--- src/rtl/slotalloc_pkg.sv ---
package slotalloc_pkg;

    localparam int SLOTS_DEF = 256;

    localparam int FUNC_W = 2;
    localparam int IDX_W  = 8;
    localparam int CAP_W  = 9;
    localparam int STAT_W = 2;
    localparam int LT_W   = 9;

    localparam logic [CAP_W-1:0] CAP_RESET = 9'd256;

    typedef enum logic [FUNC_W-1:0] {
        FUNC_ALLOC   = 2'd0,
        FUNC_RELEASE = 2'd1,
        FUNC_QUERY   = 2'd2
    } t_func;

    typedef enum logic [STAT_W-1:0] {
        STAT_OK   = 2'd0,
        STAT_FULL = 2'd1,
        STAT_BAD  = 2'd2
    } t_status;

    typedef enum logic {
        ST_IDLE = 1'b0,
        ST_EXEC = 1'b1
    } t_state;

endpackage

--- src/rtl/slotalloc_ram.sv ---
module slotalloc_ram #(
    parameter int WIDTH = 8,
    parameter int DEPTH = 256
) (
    input  logic                     i_clk,
    input  logic                     i_we,
    input  logic [$clog2(DEPTH)-1:0] i_waddr,
    input  logic [WIDTH-1:0]         i_wdata,
    input  logic                     i_re,
    input  logic [$clog2(DEPTH)-1:0] i_raddr,
    output logic [WIDTH-1:0]         o_rdata
);

    logic [WIDTH-1:0] r_mem [DEPTH];
    logic [WIDTH-1:0] r_rdata;

    always_ff @(posedge i_clk) begin
        if (i_we) begin
            r_mem[i_waddr] <= i_wdata;
        end
        // hold the last read word when no read is issued
        if (i_re) begin
            r_rdata <= r_mem[i_raddr];
        end
    end

    assign o_rdata = r_rdata;

endmodule

--- src/rtl/slot_allocator_with_live_map_core.sv ---
// Slot allocator: each operation word (allocate, release, query) goes through
// a registered read of the free-queue and live-bit memories and then an update
// and write-back; a new word is taken in only after the last is written back,
// which waits while an older result is unread. An allocate reuses the oldest
// released slot and otherwise takes the next never-used slot; a finished
// result waits in an output register while the next word is taken in. The
// live bits need no clearing pass after reset: a slot at or above the
// high-water mark always reads as not live, so the block is ready as soon as
// reset ends. Write slot_capacity only while no word is in flight.
module slot_allocator_with_live_map_core
    import slotalloc_pkg::*;
#(
    parameter int SLOTS = SLOTS_DEF
) (
    input  logic              i_clk,
    input  logic              i_rst_n,

    input  logic              i_cfg_valid,
    output logic              o_cfg_ready,
    input  logic [CAP_W-1:0]  i_cfg_slot_capacity,

    input  logic              i_in_valid,
    output logic              o_in_ready,
    input  logic [FUNC_W-1:0] i_func,
    input  logic [IDX_W-1:0]  i_slot_index,

    output logic              o_out_valid,
    input  logic              i_out_ready,
    output logic [IDX_W-1:0]  o_granted_slot,
    output logic              o_slot_live,
    output logic [STAT_W-1:0] o_status,
    output logic [LT_W-1:0]   o_live_total
);

    localparam int PW = $clog2(SLOTS);
    localparam int CW = $clog2(SLOTS + 1);
    localparam int WW = (CW > CAP_W) ? CW : CAP_W;

    t_state r_state, n_state;

    logic [CAP_W-1:0]  r_capacity;
    logic [PW-1:0]     r_head, n_head;
    logic [PW-1:0]     r_tail, n_tail;
    logic [CW-1:0]     r_queue_count, n_queue_count;
    logic [CW-1:0]     r_high_water, n_high_water;
    logic [FUNC_W-1:0] r_func;
    logic [IDX_W-1:0]  r_idx;

    logic              r_out_valid;
    logic [IDX_W-1:0]  r_granted, n_granted;
    logic              r_live, n_live;
    logic [STAT_W-1:0] r_status, n_status;
    logic [CW-1:0]     r_live_total;

    logic in_accept;
    logic out_free;
    logic commit;
    logic rd_en;

    logic             q_we;
    logic [IDX_W-1:0] q_rdata;
    logic             lm_we;
    logic [PW-1:0]    lm_waddr;
    logic             lm_wdata;
    logic             lm_rdata;

    logic [CW-1:0] live_cnt;
    logic [WW-1:0] limit;
    logic          idx_in_pool;
    logic          idx_below_hw;

    slotalloc_ram #(
        .WIDTH (IDX_W),
        .DEPTH (SLOTS)
    ) u_queue_ram (
        .i_clk   (i_clk),
        .i_we    (q_we),
        .i_waddr (r_tail),
        .i_wdata (r_idx),
        .i_re    (rd_en),
        .i_raddr (r_head),
        .o_rdata (q_rdata)
    );

    slotalloc_ram #(
        .WIDTH (1),
        .DEPTH (SLOTS)
    ) u_live_ram (
        .i_clk   (i_clk),
        .i_we    (lm_we),
        .i_waddr (lm_waddr),
        .i_wdata (lm_wdata),
        .i_re    (rd_en),
        .i_raddr (PW'(i_slot_index)),
        .o_rdata (lm_rdata)
    );

    assign o_cfg_ready = 1'b1;
    assign in_accept   = i_in_valid && o_in_ready;
    assign out_free    = !r_out_valid || i_out_ready;

    // next state
    always_comb begin
        n_state = r_state;
        case (r_state)
            ST_IDLE: begin
                if (in_accept) begin
                    n_state = ST_EXEC;
                end
            end
            ST_EXEC: begin
                if (out_free) begin
                    n_state = ST_IDLE;
                end
            end
            default: n_state = ST_IDLE;
        endcase
    end

    // state outputs
    always_comb begin
        o_in_ready = 1'b0;
        commit     = 1'b0;
        case (r_state)
            ST_IDLE: o_in_ready = 1'b1;
            ST_EXEC: commit     = out_free;
            default: o_in_ready = 1'b0;
        endcase
    end

    assign rd_en = in_accept;

    assign live_cnt     = r_high_water - r_queue_count;
    assign limit        = (WW'(r_capacity) < WW'(SLOTS)) ? WW'(r_capacity) : WW'(SLOTS);
    assign idx_in_pool  = WW'(r_idx) < WW'(SLOTS);
    assign idx_below_hw = WW'(r_idx) < WW'(r_high_water);

    // operation datapath, applied on commit
    always_comb begin
        n_head        = r_head;
        n_tail        = r_tail;
        n_queue_count = r_queue_count;
        n_high_water  = r_high_water;
        n_granted     = '0;
        n_live        = 1'b0;
        n_status      = STAT_OK;
        q_we          = 1'b0;
        lm_we         = 1'b0;
        lm_waddr      = PW'(r_idx);
        lm_wdata      = 1'b0;
        case (r_func)
            FUNC_ALLOC: begin
                if (WW'(live_cnt) >= limit) begin
                    n_status = STAT_FULL;
                end else begin
                    n_live = 1'b1;
                    lm_we  = commit;
                    lm_wdata = 1'b1;
                    if (r_queue_count != '0) begin
                        n_granted     = q_rdata;
                        lm_waddr      = PW'(q_rdata);
                        n_head        = (r_head == PW'(SLOTS - 1)) ? '0 : r_head + 1'b1;
                        n_queue_count = r_queue_count - 1'b1;
                    end else begin
                        n_granted    = IDX_W'(r_high_water);
                        lm_waddr     = PW'(r_high_water);
                        n_high_water = r_high_water + 1'b1;
                    end
                end
            end
            FUNC_RELEASE: begin
                if (idx_below_hw && idx_in_pool && lm_rdata) begin
                    q_we          = commit;
                    lm_we         = commit;
                    n_tail        = (r_tail == PW'(SLOTS - 1)) ? '0 : r_tail + 1'b1;
                    n_queue_count = r_queue_count + 1'b1;
                end else begin
                    n_status = STAT_BAD;
                end
            end
            FUNC_QUERY: begin
                if (idx_in_pool) begin
                    // slots at or above the high-water mark were never written
                    n_live = idx_below_hw && lm_rdata;
                end else begin
                    n_status = STAT_BAD;
                end
            end
            default: n_status = STAT_BAD;
        endcase
    end

    always_ff @(posedge i_clk) begin
        if (!i_rst_n) begin
            r_state       <= ST_IDLE;
            r_capacity    <= CAP_RESET;
            r_head        <= '0;
            r_tail        <= '0;
            r_queue_count <= '0;
            r_high_water  <= '0;
            r_out_valid   <= 1'b0;
        end else begin
            r_state <= n_state;
            if (i_cfg_valid && o_cfg_ready) begin
                r_capacity <= i_cfg_slot_capacity;
            end
            if (commit) begin
                r_head        <= n_head;
                r_tail        <= n_tail;
                r_queue_count <= n_queue_count;
                r_high_water  <= n_high_water;
                r_out_valid   <= 1'b1;
            end else if (i_out_ready) begin
                r_out_valid <= 1'b0;
            end
        end
    end

    always_ff @(posedge i_clk) begin
        if (in_accept) begin
            r_func <= i_func;
            r_idx  <= i_slot_index;
        end
        if (commit) begin
            r_granted    <= n_granted;
            r_live       <= n_live;
            r_status     <= n_status;
            r_live_total <= n_high_water - n_queue_count;
        end
    end

    assign o_out_valid    = r_out_valid;
    assign o_granted_slot = r_granted;
    assign o_slot_live    = r_live;
    assign o_status       = r_status;
    assign o_live_total   = LT_W'(r_live_total);

    a_count_bounds: assert property (@(posedge i_clk) disable iff (!i_rst_n)
        (r_queue_count <= r_high_water) && (r_high_water <= CW'(SLOTS)))
        else $error("free queue count or high-water mark out of range");

    a_result_latency: assert property (@(posedge i_clk) disable iff (!i_rst_n)
        (in_accept && !o_out_valid) |-> ##2 o_out_valid)
        else $error("result word not presented two cycles after accept");

    a_no_grant_on_fail: assert property (@(posedge i_clk) disable iff (!i_rst_n)
        (o_out_valid && (o_status != STAT_OK)) |-> (o_granted_slot == '0 && !o_slot_live))
        else $error("failed operation reports a slot");

endmodule

--- config.mk ---
export PLATFORM = sky130hd
export DESIGN_NAME = slot_allocator_with_live_map_core
export DESIGN_NICKNAME = d
export VERILOG_FILES = /design/src/rtl/slotalloc_pkg.sv /design/src/rtl/slotalloc_ram.sv /design/src/rtl/slot_allocator_with_live_map_core.sv
export SDC_FILE = /design/constraint.sdc
export NUM_CORES = 2
export LEC_CHECK = 0
export BUFFER_PORTS_ARGS = -buffer_cell sky130_fd_sc_hd__buf_2
export CAP_MARGIN = 20
export CORE_MARGIN = 2
export CORE_UTILIZATION = 32
export DETAILED_ROUTE_END_ITERATION = 12
export GPL_TIMING_DRIVEN = 0
export HOLD_SLACK_MARGIN = 0.15
export PLACE_DENSITY = 0.52
export RECOVER_POWER = 25
export SETUP_SLACK_MARGIN = 0.2
export SYNTH_ARGS = -nofsm -noshare
export SYNTH_HDL_FRONTEND = slang
export SYNTH_SLANG_ARGS = --single-unit
--- constraint.sdc ---
create_clock -name i_clk -period 21.7 [get_ports i_clk]
set_clock_uncertainty 0.05 [all_clocks]
set_input_delay 1.085 -clock i_clk [delete_from_list [all_inputs] [get_ports i_clk]]
set_output_delay 1.085 -clock i_clk [all_outputs]
set_load 0.02 [all_outputs]
==> flow_summary_export.csv <==
group,metric,value,unit
status,status,"finished, violations left",
status,violations,"capacitance limit, slew limit",
synth,synthCells,5168,
floorplan,io_pins,47,
detailed_routing,first_pass_iters,6,
detailed_routing,drcViolationCount,0,
detailed_routing,postRouteAntennaNets,0,
floorplan,dieArea,305000,µm²
finish,syn_to_final_growth,16.1,%
timing,period_share,32.8,%
timing,setup_tns,0,ps
synth,synth_common_cells,"edfxtp_1, mux4_2, nor2_1, nor3_1, mux2i_1",
global_routing,grt-ovfl-total,0,
floorplan,die_w,552,µm
synth,ys_seq_area_share,74.1,%
setup_path,endpoint_kind,"flop",
setup_path,required,22110,ps
floorplan,die_h,552,µm
timing,finalSetupViolCount,0,
setup_path,crit_type,"reg -> reg",
timing,finalHoldViolations,0,
timing,grt_setup_unrepaired,"no",
global_routing,grt_usage,25.4,%
clock_network,clock_path_buffers,4,
clock_network,cts.sinks,2388,
timing,slew_headroom,-6.31,%
power_and_ir_drop,leakage,33.7,nW
finish,nFillCells,27500,
clock_network,clk_pin_slew,60,ps
hold_path,hold_path_class,"in -> reg",
setup_path,critPathArrivalTime,7530,ps
synth,synth_area_leader_cell,"edfxtp_1",
timing,drv_slew,310,
synth,yosysMostFrequentCell,"edfxtp_1",
synth,yosysUniqueCellTypes,74,
timing,max_freq,141,MHz
detailed_routing,wl_per_cell,40.8,µm
placement,dp_hpwl,264000,µm
clock_network,cts_max_level,5,
global_routing,grt_pass1_vias,55100,
synth,ys_warn_count,0,
synth,syn_area,96200,µm²
clock_network,root_buffer,"clkbuf_16",
clock_network,cts_tree,"built",
placement,place.gp.congestion,1.01,
clock_network,numCtsBuffers,269,
detailed_routing,via_per_inst,6.04,
global_routing,grt_max_degree,137,
timing,max_slew.worst_pin.slew,1590,ps
setup_path,critPathMaxFanout,10,
synth,ys_ff_latch,2388,
placement,placed_cell_area,105000,µm²
floorplan,initial_core_util,32.1,%
clock_network,postCtsSetupBuffers,0,
setup_path,setup.worst_path.start_class,"flop",
clock_network,cts_hold_buf,0,
timing,period_minus_slack,7110,ps
synth,yosys.area.top_type_share,73.1,%
synth,syn-num-nets,5234,
clock_network,clk_latency,900,ps
synth,synth.avg_cell_area,18.6,µm²
synth,synth_edf_count,2343,
flow_run,max_cap_viol_count,11,
synth,synth_area_leaders,"edfxtp_1, mux4_2, mux2i_1",
power_and_ir_drop,ir_worst_vdd,0.0537,mV
floorplan,core_area,300000,µm²
timing,fin_ws,14590,ps
detailed_routing,wl,400000,µm
finish,final_cell_area,112000,µm²
placement,numPortBuffers,44,
placement,place_ws,15000,ps
finish,final_layout_size_suffix_gt1_share,21.7,%
detailed_routing,first_iter_violations,10400,
floorplan,rows,201,
global_routing,antenna_found_initial,40,
global_routing,grt_pass1_wl,518000,µm
power_and_ir_drop,pwr_density_cell,87.0,nW/µm²
synth,async_flop_share,0,%
finish,final_nets,5689,
clock_network,ctsResizeCount,0,
detailed_routing,num_vias,59200,
synth,synth-main-ff-cell,"edfxtp_1",
[worst paths after layout]
path         cells after the start                    from                          endpoint  slack, ps
min reg2reg                      2      r_state$_SDFF_PN0_          o_out_valid$_SDFFE_PN0P_        470
max                             12  r_head[0]$_SDFFE_PN0P_  u_queue_ram.o_rdata[1]$_DFFE_PP_      14590
max reg2reg                     12  r_head[0]$_SDFFE_PN0P_  u_queue_ram.o_rdata[1]$_DFFE_PP_      14590
min                              1               i_func[1]               r_func[1]$_DFFE_PP_        370
[worst max-delay path: stages (launching register included)]
cell and delay [ps]:
dfxtp_1 340, buf_4 300, buf_4 460, buf_4 650, buf_4 550, nand2_1 940, buf_2 750, o22ai_1 250
a211o_1 230, o21ai_0 290, o21ai_0 620, a21oi_1 140, nor3_1 1030
[metal layers]
layer / share of wire [%] / track usage (%)
met1: 36 / 32.1
met2: 43 / 36.8
met3: 14 / 10.1
met4: 6.8 / 15.1
met5: 0.075 / 0.453
[per-stage QoR]
step | hold slack, ps | util (%) | power, W | instances
final | 370 | 37.3 | 0.00972 | 9805
after global routing | 344 | 37.3 | 0.00990 | 9777
after floorplan | 424 | - | 0.00533 | 5168
after detailed placement | 461 | 34.9 | 0.00547 | 9304
after global placement | 446 | 33.8 | 0.00545 | 9170
after CTS | 318 | 37.7 | 0.00976 | 9769
[power by group]
part / switching, W / leakage [nW] / internal (W) / total (W)
logic: 0.000191 / 8.16 / 0.0000632 / 0.000255
registers: 0.00000645 / 21.5 / 0.00509 / 0.00509
clock network: 0.00189 / 4.00 / 0.00248 / 0.00437
total: 0.00208 / 33.7 / 0.00763 / 0.00972
[area by class of cell]
| class | count | area [µm²] | share of cell area (%) |
|---|---|---|---|
| Antenna cell | 30 | 75.1 | 0.0672 |
| Buffer | 352 | 1820 | 1.63 |
| Clock buffer | 339 | 7160 | 6.42 |
| Clock inverter | 126 | 985 | 0.882 |
| Inverter | 43 | 163 | 0.146 |
| Multi-Input combinational cell | 2385 | 23100 | 20.7 |
| Sequential cell | 2388 | 71300 | 63.8 |
| Tap cell | 3958 | 4950 | 4.44 |
| Timing Repair Buffer | 184 | 2150 | 1.93 |
[flip-flops by register name, summed over array words and instances, names as in the netlist, 8 cells and up]
signal and count:
r_capacity 9, r_high_water 9, u_live_ram.r_mem 256, r_queue_count 9, r_idx 8, o_granted_slot 8
o_live_total 9, r_head 8, u_queue_ram.r_mem 2048, r_tail 8, u_queue_ram.o_rdata 8
[cell families (layout without fill, tap and decap cells)]
kind of cell,count (synthesis),in the layout,synth area share (%)
simple gates,1011,1011,5.02
xor+xnor,55,55,0.501
flops,2388,2388,74.1
mux,738,738,13.9
fa+ha+maj,42,42,0.562
compound gates,538,538,3.98
other cells,1,31,0.00390
buf+inv,395,1044,1.96
[cells in the final DEF (no fill, tap or decap), drive strengths merged, types with 24 or more instances in the layout]
master  instances
a211oi         38
a21oi          91
a221oi         31
a22oi          98
a31oi          38
and2           27
buf           328
clkbuf        547
clkinv        106
dfxtp          45
diode          30
edfxtp       2343
ha             40
inv            49
mux2i         250
mux4          477
nand2         133
nand3          57
nor2          337
nor2b          37
nor3          280
o21ai          60
o221ai         24
o22ai          72
xnor2          45
Note: power is estimated with default switching activity, not from simulation.
